<file path="config.mk">
export PLATFORM = sky130hd
export DESIGN_NAME = contact_id_slot_allocator
export DESIGN_NICKNAME = d
export VERILOG_FILES = /design/src/hw/rtl/cisa_pkg.sv /design/src/hw/rtl/contact_id_slot_allocator.sv /design/src/hw/rtl/cisa_flags.sv
export SDC_FILE = /design/constraint.sdc
export NUM_CORES = 1
export LEC_CHECK = 0
export BUFFER_PORTS_ARGS = -buffer_cell sky130_fd_sc_hd__buf_4
export CORE_UTILIZATION = 30
export DETAILED_ROUTE_END_ITERATION = 16
export PLACE_DENSITY_LB_ADDON = 0.05
export SETUP_SLACK_MARGIN = 0.1
export SLEW_MARGIN = 10
export SYNTH_ARGS = -nofsm -noshare
export SYNTH_HDL_FRONTEND = slang
export SYNTH_SLANG_ARGS = --single-unit
</file>
<file path="constraint.sdc">
create_clock -name clock -period 5.6 [get_ports clock]
set_input_delay 0.56 -clock clock [delete_from_list [all_inputs] [get_ports clock]]
set_output_delay 0.56 -clock clock [all_outputs]
set_load 0.02 [all_outputs]
</file>
<file path="src/hw/rtl/cisa_pkg.sv">
// shared constants and types of the contact identifier slot allocator
`default_nettype none

package cisa_pkg;

   localparam int MAX_SLOTS_DEFAULT = 16;
   localparam int ID_W              = 32;
   localparam int SLOT_W            = 4;
   localparam int CSR_W             = 5;
   localparam logic [CSR_W-1:0] CSR_RESET = 5'd16;

   // commands from the sequencer to the slot flag array
   typedef struct packed {
      logic clean;
      logic claim;
      logic down;
   } flag_cmd_type;

endpackage

`default_nettype wire

</file>
<file path="src/hw/rtl/contact_id_slot_allocator.sv">
// top level of the contact identifier slot allocator
`default_nettype none

// maps a touch contact identifier to a small slot number
//
// input channel: req_contact_id and req_lifted are taken at a rising edge
// with start high and busy low; busy stays high until the result is out
// result channel: rsp_slot, rsp_found and rsp_all_up are shown for one
// cycle with rsp_valid high; the receiver cannot stall, so the word is
// gone after that cycle
// configuration: csr_wdata is written to slots_in_use at an edge with
// csr_we high; values above MAX_SLOTS act as MAX_SLOTS
//
// order of work: the owner memory is read one slot a cycle while the slot
// read before is checked; a miss over the full first scan of the active
// slots leads to the cleanup and a second scan over the flags; a slot
// found in either scan is claimed in the claim state, then the result
// state follows; the next word is taken the cycle after the result, so
// no new word is taken before the last one is out
//
// reset clears all valid and down flags and sets slots_in_use to 16; the
// owner memory keeps no reset and its data only counts where the valid flag is set

module contact_id_slot_allocator #(
   parameter int MAX_SLOTS = cisa_pkg::MAX_SLOTS_DEFAULT
) (
   input  wire                          clock,
   input  wire                          reset,
   // input channel
   input  wire                          start,
   output logic                         busy,
   input  wire [cisa_pkg::ID_W-1:0]     req_contact_id,
   input  wire                          req_lifted,
   // result channel
   output logic                         rsp_valid,
   output logic [cisa_pkg::SLOT_W-1:0]  rsp_slot,
   output logic                         rsp_found,
   output logic                         rsp_all_up,
   // configuration
   input  wire                          csr_we,
   input  wire [cisa_pkg::CSR_W-1:0]    csr_wdata
);

   localparam int IDX_W  = (MAX_SLOTS > 1) ? $clog2(MAX_SLOTS) : 1;
   localparam int CNT_W  = $clog2(MAX_SLOTS + 1);
   localparam int WIDE_W = (CNT_W > cisa_pkg::CSR_W) ? CNT_W : cisa_pkg::CSR_W;
   localparam int ID_W   = cisa_pkg::ID_W;

   // sequencer states
   typedef enum logic [5:0] {
      ST_IDLE   = 6'b000001,
      ST_SCAN   = 6'b000010,   // owner memory scan, one read a cycle
      ST_CLEAN  = 6'b000100,   // free slots that are not down
      ST_SCAN2  = 6'b001000,   // second scan for a free slot
      ST_CLAIM  = 6'b010000,   // write owner and flags
      ST_RESULT = 6'b100000    // result word on the rsp ports
   } state_type;

   state_type state_ff, state_in;

   logic [cisa_pkg::CSR_W-1:0] csr_ff;
   logic [ID_W-1:0]            id_ff, id_in;
   logic                       lifted_ff, lifted_in;
   logic [CNT_W-1:0]           n_ff, n_in;
   logic [IDX_W-1:0]           scan_idx_ff, scan_idx_in;
   logic                       issue_ff, issue_in;
   logic [IDX_W-1:0]           chk_idx_ff, chk_idx_in;
   logic                       chk_vld_ff, chk_vld_in;
   logic [IDX_W-1:0]           hit_ff, hit_in;
   logic                       found_ff, found_in;
   logic [ID_W-1:0]            rd_data_ff;

   // owner memory with a registered read
   logic [ID_W-1:0]            owner_mem [MAX_SLOTS];
   logic                       mem_we;

   // flag array interface
   cisa_pkg::flag_cmd_type     flag_cmd;
   logic [IDX_W-1:0]           flag_idx;
   logic                       flag_valid;
   logic                       flag_all_up;

   // active slot count, saturated to the table size
   logic [WIDE_W-1:0]          csr_wide;
   logic [CNT_W-1:0]           n_eff;
   logic [IDX_W-1:0]           last_idx;

   assign csr_wide = WIDE_W'(csr_ff);
   assign n_eff    = (csr_wide > WIDE_W'(MAX_SLOTS)) ? CNT_W'(MAX_SLOTS) : CNT_W'(csr_wide);
   assign last_idx = IDX_W'(n_ff - CNT_W'(1));

   always_comb begin
      state_in    = state_ff;
      id_in       = id_ff;
      lifted_in   = lifted_ff;
      n_in        = n_ff;
      scan_idx_in = scan_idx_ff;
      issue_in    = issue_ff;
      chk_idx_in  = chk_idx_ff;
      chk_vld_in  = 1'b0;
      hit_in      = hit_ff;
      found_in    = found_ff;
      flag_cmd    = '0;
      flag_idx    = hit_ff;
      mem_we      = 1'b0;

      case (state_ff)
         ST_IDLE: begin
            if (start) begin
               id_in       = req_contact_id;
               lifted_in   = req_lifted;
               n_in        = n_eff;
               scan_idx_in = '0;
               issue_in    = 1'b1;
               hit_in      = '0;
               found_in    = 1'b0;
               // no active slots: nothing to scan
               state_in    = (n_eff == '0) ? ST_RESULT : ST_SCAN;
            end
         end
         ST_SCAN: begin
            flag_idx = chk_idx_ff;
            // issue the next read while the previous one is checked
            if (issue_ff) begin
               chk_vld_in = 1'b1;
               chk_idx_in = scan_idx_ff;
               if (scan_idx_ff == last_idx) begin
                  issue_in = 1'b0;
               end else begin
                  scan_idx_in = IDX_W'(scan_idx_ff + 1'b1);
               end
            end
            if (chk_vld_ff) begin
               if (!flag_valid || rd_data_ff == id_ff) begin
                  hit_in   = chk_idx_ff;
                  found_in = 1'b1;
                  state_in = ST_CLAIM;
               end else if (chk_idx_ff == last_idx) begin
                  state_in = ST_CLEAN;
               end
            end
         end
         ST_CLEAN: begin
            flag_cmd.clean = 1'b1;
            scan_idx_in    = '0;
            state_in       = ST_SCAN2;
         end
         ST_SCAN2: begin
            // no owner matched, so only a freed slot can qualify now
            flag_idx = scan_idx_ff;
            if (!flag_valid) begin
               hit_in   = scan_idx_ff;
               found_in = 1'b1;
               state_in = ST_CLAIM;
            end else if (scan_idx_ff == last_idx) begin
               state_in = ST_RESULT;
            end else begin
               scan_idx_in = IDX_W'(scan_idx_ff + 1'b1);
            end
         end
         ST_CLAIM: begin
            flag_cmd.claim = 1'b1;
            flag_cmd.down  = !lifted_ff;
            mem_we         = 1'b1;
            state_in       = ST_RESULT;
         end
         ST_RESULT: begin
            state_in = ST_IDLE;
         end
         default: begin
            state_in = ST_IDLE;
         end
      endcase
   end

   always_ff @(posedge clock) begin
      if (reset) begin
         state_ff   <= ST_IDLE;
         csr_ff     <= cisa_pkg::CSR_RESET;
         issue_ff   <= 1'b0;
         chk_vld_ff <= 1'b0;
      end else begin
         state_ff   <= state_in;
         issue_ff   <= issue_in;
         chk_vld_ff <= chk_vld_in;
         if (csr_we) begin
            csr_ff <= csr_wdata;
         end
      end
   end

   // payload registers
   always_ff @(posedge clock) begin
      id_ff       <= id_in;
      lifted_ff   <= lifted_in;
      n_ff        <= n_in;
      scan_idx_ff <= scan_idx_in;
      chk_idx_ff  <= chk_idx_in;
      hit_ff      <= hit_in;
      found_ff    <= found_in;
   end

   // the only write is in the claim state and the next read only comes after
   // the result and idle states, so read and write never meet on one entry
   always_ff @(posedge clock) begin
      if (mem_we) begin
         owner_mem[hit_ff] <= id_ff;
      end
      if (state_ff == ST_SCAN && issue_ff) begin
         rd_data_ff <= owner_mem[scan_idx_ff];
      end
   end

   cisa_flags #(
      .MAX_SLOTS (MAX_SLOTS),
      .IDX_W     (IDX_W),
      .CNT_W     (CNT_W)
   ) u_flags (
      .clock        (clock),
      .reset        (reset),
      .cmd          (flag_cmd),
      .idx          (flag_idx),
      .n_active     (n_ff),
      .valid_at_idx (flag_valid),
      .all_up       (flag_all_up)
   );

   assign busy       = (state_ff != ST_IDLE);
   assign rsp_valid  = (state_ff == ST_RESULT);
   assign rsp_slot   = cisa_pkg::SLOT_W'(hit_ff);
   assign rsp_found  = found_ff;
   assign rsp_all_up = flag_all_up;

`ifndef ASSERT_OFF
   a_accept_goes_busy: assert property (@(posedge clock) disable iff (reset)
      start && !busy |=> busy)
      else $error("accepted word did not make the block busy");

   a_result_then_idle: assert property (@(posedge clock) disable iff (reset)
      rsp_valid |=> !busy)
      else $error("block stayed busy after the result word");

   a_hit_in_range: assert property (@(posedge clock) disable iff (reset)
      rsp_valid && rsp_found |-> CNT_W'(hit_ff) < n_ff)
      else $error("assigned slot outside the active range");

   a_found_was_claimed: assert property (@(posedge clock) disable iff (reset)
      rsp_valid && rsp_found |-> $past(state_ff == ST_CLAIM))
      else $error("found reported without a claim cycle");
`endif

endmodule

`default_nettype wire

</file>
<file path="src/hw/rtl/cisa_flags.sv">
// per-slot valid and down flags with cleanup, claim and all-up test
`default_nettype none

module cisa_flags #(
   parameter int MAX_SLOTS = cisa_pkg::MAX_SLOTS_DEFAULT,
   parameter int IDX_W     = (MAX_SLOTS > 1) ? $clog2(MAX_SLOTS) : 1,
   parameter int CNT_W     = $clog2(MAX_SLOTS + 1)
) (
   input  wire                         clock,
   input  wire                         reset,
   input  wire cisa_pkg::flag_cmd_type cmd,
   input  wire [IDX_W-1:0]             idx,
   input  wire [CNT_W-1:0]             n_active,
   output logic                        valid_at_idx,
   output logic                        all_up
);

   logic [MAX_SLOTS-1:0] valid_ff, valid_in;
   logic [MAX_SLOTS-1:0] down_ff, down_in;
   logic [MAX_SLOTS-1:0] active;

   always_comb begin
      for (int i = 0; i < MAX_SLOTS; i++) begin
         active[i] = (CNT_W'(i) < n_active);
      end
   end

   always_comb begin
      valid_in = valid_ff;
      down_in  = down_ff;
      // free every active slot whose contact is not down
      if (cmd.clean) begin
         valid_in = valid_ff & (down_ff | ~active);
      end
      if (cmd.claim) begin
         valid_in[idx] = 1'b1;
         down_in[idx]  = cmd.down;
      end
   end

   always_ff @(posedge clock) begin
      if (reset) begin
         valid_ff <= '0;
         down_ff  <= '0;
      end else begin
         valid_ff <= valid_in;
         down_ff  <= down_in;
      end
   end

   assign valid_at_idx = valid_ff[idx];
   assign all_up       = ~|(down_ff & active);

endmodule

`default_nettype wire

</file>
==> impl_metrics.env, run 1 <==
export IMPL_ys_seq_area_share_pct=75.6
export IMPL_cts_root_buf="clkbuf_16"
export IMPL_synth_top_area_share_pct=72.0
export IMPL_ir_worst_vdd_mv=0.344
export IMPL_die_h_um=290
export IMPL_grt_pass1_vias=12735
export IMPL_final_cell_area_um2=28900
export IMPL_synthAdderAreaFrac_pct=0.101
export IMPL_syn_area_um2=24800
export IMPL_drt_total_wl_um=65700
export IMPL_place_area_um2=26600
export IMPL_cts_tree="done"
export IMPL_fill_cells=7751
export IMPL_synth_top_family_by_area="multiplexers"
export IMPL_dr_total_vias=12062
export IMPL_synth_xor_area_share_pct=1.59
export IMPL_wl_per_cell_um=26.8
export IMPL_rows=105
export IMPL_final_hold_viol_count=0
export IMPL_synth_edf_count=595
export IMPL_core_region_area_um2=82000
export IMPL_num_nets_final=1363
export IMPL_max_freq_mhz=240
export IMPL_drc=0
export IMPL_numCtsBuffers=75
export IMPL_worstSetupStartpointType="flop"
export IMPL_path_cells="xnor2_1 > nand4_1 > nor4_1 > a21oi_1 > or2_2 > a221oi_1"
export IMPL_h_tree_depth=3
export IMPL_area_sequential_um2=18800
export IMPL_critPathKind="reg -> reg"
export IMPL_path_delay_family="simple AND/OR/NAND/NOR gates"
export IMPL_gp_congestion=0.785
export IMPL_synth_seq_cells=640
export IMPL_worst_r2r_setup_slack_ns=1.44
export IMPL_power_density_nw_per_um2=472
export IMPL_drt_iter0_drc=721
export IMPL_tns_ns=0
export IMPL_dieArea_um2=83900
export IMPL_whs_path_depth=1
export IMPL_yosysTopAreaCell="edfxtp_1"
export IMPL_r2r_end="rsp_slot[1]"
export IMPL_antenna_cells=0
export IMPL_postCtsSetupBuffers=0
export IMPL_syn_num_nets=1268
export IMPL_period_share_pct=74.3
export IMPL_grt_pass1_wl_um=94900
export IMPL_async_flop_share_pct=0
export IMPL_viasPerCell=4.92
export IMPL_max_stage_delay_ns=1.01
export IMPL_tightest_slew_ns=1.25
export IMPL_drive_gt1_share_pct=26.6
export IMPL_outcome="complete, no violations"
export IMPL_grt_setup_unrepaired="false"
export IMPL_grt_max_degree=134
export IMPL_synth_mux_area_share_pct=14.7
export IMPL_yosysMostFrequentCell="edfxtp_1"
export IMPL_grt_use_total_pct=16.1
export IMPL_critPathMaxFanout=17
export IMPL_multi_input_area_um2=5880
export IMPL_slew_headroom_pct=16.2
export IMPL_cts_sinks=640
export IMPL_crit_arrival_ns=4.39
export IMPL_start_util_pct=30.3
export IMPL_ios=50
export IMPL_final_min_clock_period_ns=4.16
export IMPL_clk_pin_slew_ns=0.06
export IMPL_synth_warnings=0
export IMPL_dpl_hpwl_um=34500
export IMPL_synthDistinctLibCells=61
export IMPL_firstDrtPassIters=5
export IMPL_synth_avg_cell_area_um2=20.3
export IMPL_clk_path_buf_depth=3
export IMPL_p_leak_nw=8.90
export IMPL_syn_inst=1224
export IMPL_synthTopCellsByCount="edfxtp_1, mux4_2, nor2_1"
export IMPL_syn_to_final_growth_pct=16.6
export IMPL_cp_end_kind="flop"
export IMPL_setup_viol=0
export IMPL_holdCritStartpoint="req_contact_id[3]"
export IMPL_crit_path_top_delay_cell="nor4_1"
export IMPL_cts_resized=0
export IMPL_worst_clock_skew_ns=0.0265
export IMPL_required_ns=5.83
export IMPL_reg2reg_depth=6
export IMPL_drv_cap=0
export IMPL_synth_ff_type="edfxtp_1"
export IMPL_ant_nets=0
export IMPL_critical_path_buf_inv_count=0
export IMPL_synth_compound_area_share_pct=2.89
export IMPL_synth_area_leaders="edfxtp_1, mux4_2, dfxtp_1"
export IMPL_r2r_start="id_ff[2]"
export IMPL_port_buffers=49
export IMPL_antenna_found_initial=1
export IMPL_maxSlewViolCount=0
export IMPL_clock_latency_ns=0.61
export IMPL_hp_class="in -> reg"
export IMPL_cts_hold_buf=0
export IMPL_holdPathEnd="id_ff[3]"
export IMPL_die_w_um=290
export IMPL_overflow=0
export IMPL_yosys_area_share_simple_pct=3.96
==> logic make-up after synthesis <==
| family | count (synthesis) |
|---|---|
| buffers and inverters | 70 |
| multiplexers | 165 |
| AO/OA/AOI/OAI | 109 |
| AND/OR/NAND/NOR | 193 |
| adder cells (fa/ha/maj) | 2 |
| flip-flops | 640 |
| XOR/XNOR | 45 |
==> routing by layer <==
metal  wire (µm)  vias to the layer above  track usage, %
li1            -                     5258               -
met1       31000                     6493            22.8
met2       31000                      217            25.5
met3        2310                       94            2.65
met4        1430                        0            4.61
met5           0                        -               0
==> worst max-delay path by stage <==
| stage | start | endpoint | slack [ns] | depth (start not counted) |
|---|---|---|---|---|
| 4_1_cts | id_ff[21] | rsp_slot[1] | 1.48 | 6 |
| 6_report | id_ff[2] | rsp_slot[1] | 1.44 | 6 |
| 5_1_grt | id_ff[27] | rsp_slot[1] | 1.24 | 6 |
| 3_5_place_dp | id_ff[21] | rsp_slot[1] | 1.51 | 6 |
| 2_1_floorplan | state_ff[1] | owner_mem[0][0] | 1.60 | 5 |
| 3_3_place_gp | id_ff[21] | rsp_found | 1.64 | 6 |
==> cell type report <==
| class | count | area share [%] |
|---|---|---|
| inverters | 13 | 0.173 |
| clock inverters | 39 | 1.02 |
| flip-flops and latches | 640 | 64.8 |
| well taps | 1070 | 4.63 |
| multi-input cells | 514 | 20.3 |
| repair buffers | 75 | 2.03 |
| clock buffers | 100 | 6.99 |
==> state kept, by name (all words and copies together), names as in the netlist, 5 cells and up <==
register	count
rd_data_ff	32
n_ff	5
id_ff	32
owner_mem	512
csr_ff	5
u_flags.valid_ff	16
state_ff	6
u_flags.down_ff	16
==> worst reg2reg max path, cell delays in order (launching register included) <==
cell	delay (ns)
edfxtp_1	0.58
xnor2_1	0.53
nand4_1	0.16
nor4_1	1.01
a21oi_1	0.37
or2_2	0.36
a221oi_1	0.77
==> per-stage QoR <==
step / total power [W] / util, % / setup slack [ns] / hold WS [ns] / cells
floorplan: 0.00821 / - / 1.60 / 0.424 / 1224
global placement: 0.00926 / 32.5 / 1.64 / 0.465 / 2312
detailed placement: 0.00926 / 32.5 / 1.51 / 0.472 / 2312
CTS: 0.0139 / 35.3 / 1.48 / 0.0707 / 2451
global route: 0.0143 / 35.3 / 1.24 / 0.0864 / 2451
finish: 0.0137 / 35.3 / 1.44 / 0.121 / 2451
==> cells in the final DEF (no fill, tap or decap), types with 8 or more instances in the layout <==
cell type / n
or3_1: 8
inv_1: 10
nand4_1: 13
buf_4: 73
nand3_1: 18
a21oi_1: 42
mux4_2: 160
nand2_1: 23
and2_1: 10
nor2_4: 12
clkinv_2: 8
clkbuf_16: 77
xnor2_1: 41
dfxtp_1: 45
nor2_1: 58
a211oi_1: 8
nor2b_1: 8
clkinv_1: 19
edfxtp_1: 595
o21ai_0: 16
clkbuf_1: 22
==> power breakdown <==
part | switching, W | leakage, nW | internal, W | total, W
clock | 0.00193 | 1.11 | 0.00269 | 0.00462
combinational | 0.00156 | 2.05 | 0.00140 | 0.00295
sequential | 0.000373 | 5.74 | 0.00571 | 0.00608
Note: power is estimated with default switching activity, not from simulation.
==> run 2, diff against run 1 <==
Clock period 5.6 ns to 4.19 ns, I/O delays scaled along.
==> run 2 against run 1 <==
Clock skew decreased by 0.0053 ns. Global-route usage about the same. Final area increased by 1.7%. Total power increased by 34%. Core utilization increased by 0.60 points. Sequential share of layout area decreased by 1.1 points. First-iteration DRC count increased by 11%. Critical endpoint is now rsp_all_up. Wire length increased by 0.39%. Largest cell class unchanged.
==> impl_metrics.env, run 2 (same netlist as run 1, synthesis figures left out) <==
export IMPL_outcome="complete, no violations"
export IMPL_period_share_pct=82.9
export IMPL_whs_path_depth=3
export IMPL_largest_reg_flops=512
export IMPL_tightest_slew_ns=1.09
export IMPL_worst_clock_skew_ns=0.0213
export IMPL_cp_end_kind="primary output"
export IMPL_mostFrequentLayoutCells="edfxtp_1, mux4_2, buf_4"
export IMPL_port_buffers=49
export IMPL_die_h_um=290
export IMPL_reg2reg_depth=8
export IMPL_dpl_hpwl_um=35300
export IMPL_hp_class="in -> reg"
export IMPL_maxSlewViolCount=0
export IMPL_setup_viol=0
export IMPL_r2r_start="id_ff[10]"
export IMPL_drive_gt1_share_pct=26.8
export IMPL_h_tree_depth=3
export IMPL_start_util_pct=30.3
export IMPL_drv_cap=0
export IMPL_viasPerCell=4.91
export IMPL_antenna_found_initial=0
export IMPL_cts_root_buf="clkbuf_16"
export IMPL_path_cells="nor2_1 > nand2_1 > a221oi_1 > o211ai_1 > nor4b_1 > buf_4"
export IMPL_cts_sinks=640
export IMPL_finalNonFillerCells=2494
export IMPL_p_leak_nw=9.15
export IMPL_rows=105
export IMPL_worstSetupStartpointType="flop"
export IMPL_ios=50
export IMPL_drt_iter0_drc=801
export IMPL_clk_pin_slew_ns=0.06
export IMPL_num_nets_final=1414
export IMPL_cts_tree="done"
export IMPL_critPathKind="reg -> out"
export IMPL_r2r_end="rsp_slot[2]"
export IMPL_critical_path_buf_inv_count=1
export IMPL_clk_path_buf_depth=3
export IMPL_placed_cells=2328
export IMPL_final_common_cell="edfxtp_1"
export IMPL_regMostFlops="owner_mem"
export IMPL_timing_hold_ws_ns=0.0469
export IMPL_crit_path_top_delay_cell="edfxtp_1"
export IMPL_grt_pass1_vias=12842
export IMPL_grt_max_degree=114
export IMPL_max_freq_mhz=288
export IMPL_grt_pass1_wl_um=94600
export IMPL_crit_arrival_ns=3.06
export IMPL_drc=0
export IMPL_dr_total_vias=12236
export IMPL_clock_latency_ns=0.61
export IMPL_top_regs="owner_mem: 512 flops, id_ff: 32 flops, rd_data_ff: 32 flops"
export IMPL_final_cell_area_um2=29400
export IMPL_slew_headroom_pct=27.3
export IMPL_path_delay_family="simple AND/OR/NAND/NOR gates"
export IMPL_final_min_clock_period_ns=3.47
export IMPL_die_w_um=290
export IMPL_ant_nets=0
export IMPL_required_ns=3.77
export IMPL_grt_use_total_pct=16.1
export IMPL_critPathMaxFanout=14
export IMPL_drt_total_wl_um=66000
export IMPL_firstDrtPassIters=7
export IMPL_worst_r2r_setup_slack_ns=0.92
export IMPL_power_density_nw_per_um2=623
export IMPL_ir_worst_vdd_mv=0.460
export IMPL_tns_ns=0
export IMPL_gp_congestion=0.780
export IMPL_overflow=0
export IMPL_place_area_um2=26800
export IMPL_wl_per_cell_um=26.5
export IMPL_core_region_area_um2=82000
export IMPL_numCtsBuffers=76
export IMPL_dieArea_um2=83900
export IMPL_grt_setup_unrepaired="false"
export IMPL_antenna_cells=0
export IMPL_holdCritStartpoint="csr_wdata[1]"
export IMPL_holdPathEnd="csr_ff[1]"
export IMPL_final_hold_viol_count=0
export IMPL_max_stage_delay_ns=0.58
export IMPL_syn_to_final_growth_pct=18.6
run 2: cell count changes in the layout (fill, tap and decap cells not counted):
cell / before / now
buf_12: 2 / 8
buf_4: 73 / 83
clkbuf_1: 22 / 20
clkbuf_16: 77 / 76
clkbuf_8: 1 / 2
clkinv_1: 19 / 16
clkinv_2: 8 / 11
clkinv_4: 1 / 0
clkinv_8: 2 / 3
clkinvlp_4: 4 / 0
dlygate4sd3_1: 0 / 34
inv_6: 3 / 2
run 2: worst min-delay path: cells and delay by family:
family / cells / cell delay [ns]
multiplexers: 1 / 0.05
buffers and inverters: 1 / 0.08
AND/OR/NAND/NOR: 1 / 0.07
run 2: power breakdown:
group	internal, W	leakage, nW	switching (W)
Sequential	0.00763	5.74	0.000515
Clock	0.00355	1.11	0.00259
Combinational	0.00195	2.30	0.00210
run 2: worst max path at each step:
stage | endpoint | cells past startpoint | slack, ns | start
CTS | rsp_all_up | 6 | 0.66 | n_ff[4]
global route | rsp_all_up | 6 | 0.38 | n_ff[4]
global placement | rsp_slot[1] | 8 | 0.90 | id_ff[10]
finish | rsp_all_up | 6 | 0.72 | n_ff[4]
detailed placement | rsp_slot[1] | 8 | 0.90 | id_ff[10]
floorplan | owner_mem[0][0] | 5 | 0.19 | state_ff[1]
run 2: repair_timing:
item	in CTS	in global routing
setup buffers	0	0
hold buffers	34	0
hold endpoints to repair	34	0
setup endpoints to repair	0	0
gates resized for setup	0	0
run 2: metal layers:
| layer | routed length (µm) | up-vias | track usage (%) |
|---|---|---|---|
| met5 | 0 | - | 0 |
| met1 | 30700 | 6600 | 22.3 |
| met2 | 32000 | 205 | 26.3 |
| li1 | - | 5344 | - |
| met3 | 1980 | 87 | 2.72 |
| met4 | 1300 | 0 | 4.06 |
run 2: area by class of cell:
class / instances / area [µm²]
inverters: 13 / 50.0
well taps: 1070 / 1340
clock buffers: 98 / 2000
flip-flops and latches: 640 / 18800
multi-input cells: 514 / 5880
clock inverters: 34 / 267
fillers: 7664 / 52500
repair buffers: 125 / 1120
run 2: metrics by stage:
| stage | util [%] | total power [W] | worst slack (ns) |
|---|---|---|---|
| after floorplan | - | 0.0110 | 0.187 |
| after global placement | 32.7 | 0.0125 | 0.897 |
| after detailed placement | 32.7 | 0.0124 | 0.903 |
| after CTS | 35.9 | 0.0187 | 0.663 |
| after global routing | 35.9 | 0.0192 | 0.383 |
| final | 35.9 | 0.0183 | 0.715 |
==> run 3, diff against run 2 <==
Clock period 4.19 ns to 3.45 ns, I/O delays scaled along.
==> run 3 against run 2 <==
Sequential cell count stayed put. Setup slack worse by 0.42 ns. Largest cell class unchanged. Cell count is 1.4% higher. Core utilization is 0.54 points higher. Combinational power is 31% higher. Register-to-register slack worse by 0.63 ns. First-iteration DRC count is 0.25% lower.
==> impl_metrics.env, run 3 (same netlist as run 1, synthesis figures left out) <==
export IMPL_rows=105
export IMPL_drt_total_wl_um=67400
export IMPL_r2r_start="state_ff[5]"
export IMPL_worst_r2r_setup_slack_ns=0.29
export IMPL_final_hold_viol_count=0
export IMPL_switchingPower_w=0.00643
export IMPL_dr_total_vias=12542
export IMPL_drive_gt1_share_pct=28.4
export IMPL_reg2reg_depth=8
export IMPL_dp_slack_ns=0.106
export IMPL_maxSlewViolCount=0
export IMPL_power_frac_comb_pct=23.5
export IMPL_cts_tree="done"
export IMPL_grt_max_degree=73
export IMPL_holdCritStartpoint="csr_we"
export IMPL_top_regs="owner_mem: 512 flops, id_ff: 32 flops, rd_data_ff: 32 flops"
export IMPL_p_leak_nw=9.35
export IMPL_clk_path_buf_depth=3
export IMPL_r2r_end="scan_idx_ff[3]"
export IMPL_final_min_clock_period_ns=3.16
export IMPL_tns_ns=0
export IMPL_overflow=0
export IMPL_numCtsBuffers=76
export IMPL_grt_pass1_wl_um=96500
export IMPL_grt_pass1_vias=12935
export IMPL_hp_class="in -> reg"
export IMPL_tightest_slew_ns=1.05
export IMPL_port_buffers=49
export IMPL_cts_root_buf="clkbuf_16"
export IMPL_fin_ws_ns=0.295
export IMPL_ios=50
export IMPL_cp_end_kind="flop"
export IMPL_antenna_cells=0
export IMPL_core_region_area_um2=82000
export IMPL_fill_cells=7616
export IMPL_firstDrtPassIters=5
export IMPL_seqPwrFrac_pct=43.2
export IMPL_swShare_pct=28.6
export IMPL_dieArea_um2=83900
export IMPL_worstSetupStartpointType="flop"
export IMPL_holdPathEnd="csr_ff[3]"
export IMPL_p_int_w=0.0161
export IMPL_clock_latency_ns=0.62
export IMPL_p_clk_share_pct=33.3
export IMPL_ant_nets=0
export IMPL_regMostFlops="owner_mem"
export IMPL_cts_sinks=640
export IMPL_max_freq_mhz=317
export IMPL_crit_arrival_ns=3.42
export IMPL_clk_pin_slew_ns=0.06
export IMPL_period_share_pct=91.5
export IMPL_power_density_nw_per_um2=754
export IMPL_grt_use_total_pct=16.4
export IMPL_wl_per_cell_um=26.6
export IMPL_viasPerCell=4.96
export IMPL_die_h_um=290
export IMPL_whs_path_depth=3
export IMPL_start_util_pct=30.3
export IMPL_critPathMaxFanout=8
export IMPL_critPathKind="reg -> reg"
export IMPL_dpl_hpwl_um=36600
export IMPL_h_tree_depth=3
export IMPL_required_ns=3.71
export IMPL_drc=0
export IMPL_outcome="complete, no violations"
export IMPL_syn_to_final_growth_pct=20.4
export IMPL_gp_congestion=0.801
export IMPL_final_common_cell="edfxtp_1"
export IMPL_mostFrequentLayoutCells="edfxtp_1, mux4_2, buf_4"
export IMPL_largest_reg_flops=512
export IMPL_die_w_um=290
export IMPL_num_nets_final=1448
export IMPL_antenna_found_initial=1
export IMPL_ir_worst_vdd_mv=0.398
export IMPL_slew_headroom_pct=30.2
export IMPL_setup_viol=0
export IMPL_drt_iter0_drc=799
export IMPL_drv_cap=0
export IMPL_worst_clock_skew_ns=0.0259
export IMPL_grt_setup_unrepaired="false"
-- run 3: cell types whose count changed in the layout (fill, tap and decap cells not counted), sizes merged --
cell         previous run  this run
bufinv                  3         2
buf                    91       120
dlygate4sd3            34        39
clkinv                 30        32
clkinvlp                0         1
-- run 3: layer usage --
metal	vias to the layer above	routed length, µm	GRT usage [%]
met3	106	2260	2.33
li1	5413	-	-
met5	-	0	0
met2	278	32300	26.5
met1	6745	31100	22.9
met4	0	1680	4.99
-- run 3: worst max path at each step --
| stage | slack (ns) | from | cells after the start | to |
|---|---|---|---|---|
| final | 0.29 | state_ff[5] | 8 | scan_idx_ff[3] |
| after CTS | 0.16 | n_ff[4] | 6 | rsp_all_up |
| after global routing | 0.12 | state_ff[5] | 8 | scan_idx_ff[1] |
| after detailed placement | 0.11 | state_ff[5] | 8 | scan_idx_ff[0] |
| after floorplan | 0.21 | state_ff[1] | 5 | owner_mem[4][0] |
| after global placement | 0.25 | state_ff[5] | 8 | scan_idx_ff[0] |
-- run 3: metrics by stage --
stage                     util, %  total power (W)  hold slack (ns)  area, µm²  instances
final                        36.4           0.0225           0.0630      29900       2530
after global routing         36.4           0.0235           0.0559      29900       2530
after CTS                    36.4           0.0229           0.0256      29900       2530
after detailed placement     33.1           0.0153            0.476      27200       2357
after global placement       33.1           0.0153            0.470      27200       2357
after floorplan                 -           0.0133            0.424      24800       1224
-- run 3: layout make-up --
cell class | instances | area, µm² | share of cell area, %
multi-input combinational | 514 | 5940 | 19.9
clock inverter | 36 | 251 | 0.842
timing repair buffer | 159 | 1480 | 4.95
clock buffer | 98 | 2050 | 6.85
tap | 1070 | 1340 | 4.48
inverter | 13 | 50.0 | 0.168
sequential | 640 | 18800 | 62.8
-- run 3: repair_timing --
item                       CTS  global route
setup buffers                0             0
pin swaps                    0             0
gates resized for setup      2             3
hold buffers                39             0
setup endpoints to repair    5             5
hold endpoints to repair    38             0
gates cloned                 0             0
-- run 3: power by group through the flow --
stage	registers, W	logic [W]	clock network, W
global placement	0.00989	0.00539	0
CTS	0.00974	0.00543	0.00773
floorplan	0.00976	0.00357	0
finish	0.00973	0.00530	0.00749
global route	0.00978	0.00573	0.00799
detailed placement	0.00990	0.00537	0
-- run 3: critical path: stages (launching register included) --
cell and delay (ns):
dfxtp_1 0.34, or4_4 0.61, o31ai_2 0.42, nand2_1 0.25, a41oi_2 0.28, nand4_2 0.15
nand4_2 0.22, inv_2 0.07, a2111oi_4 0.47
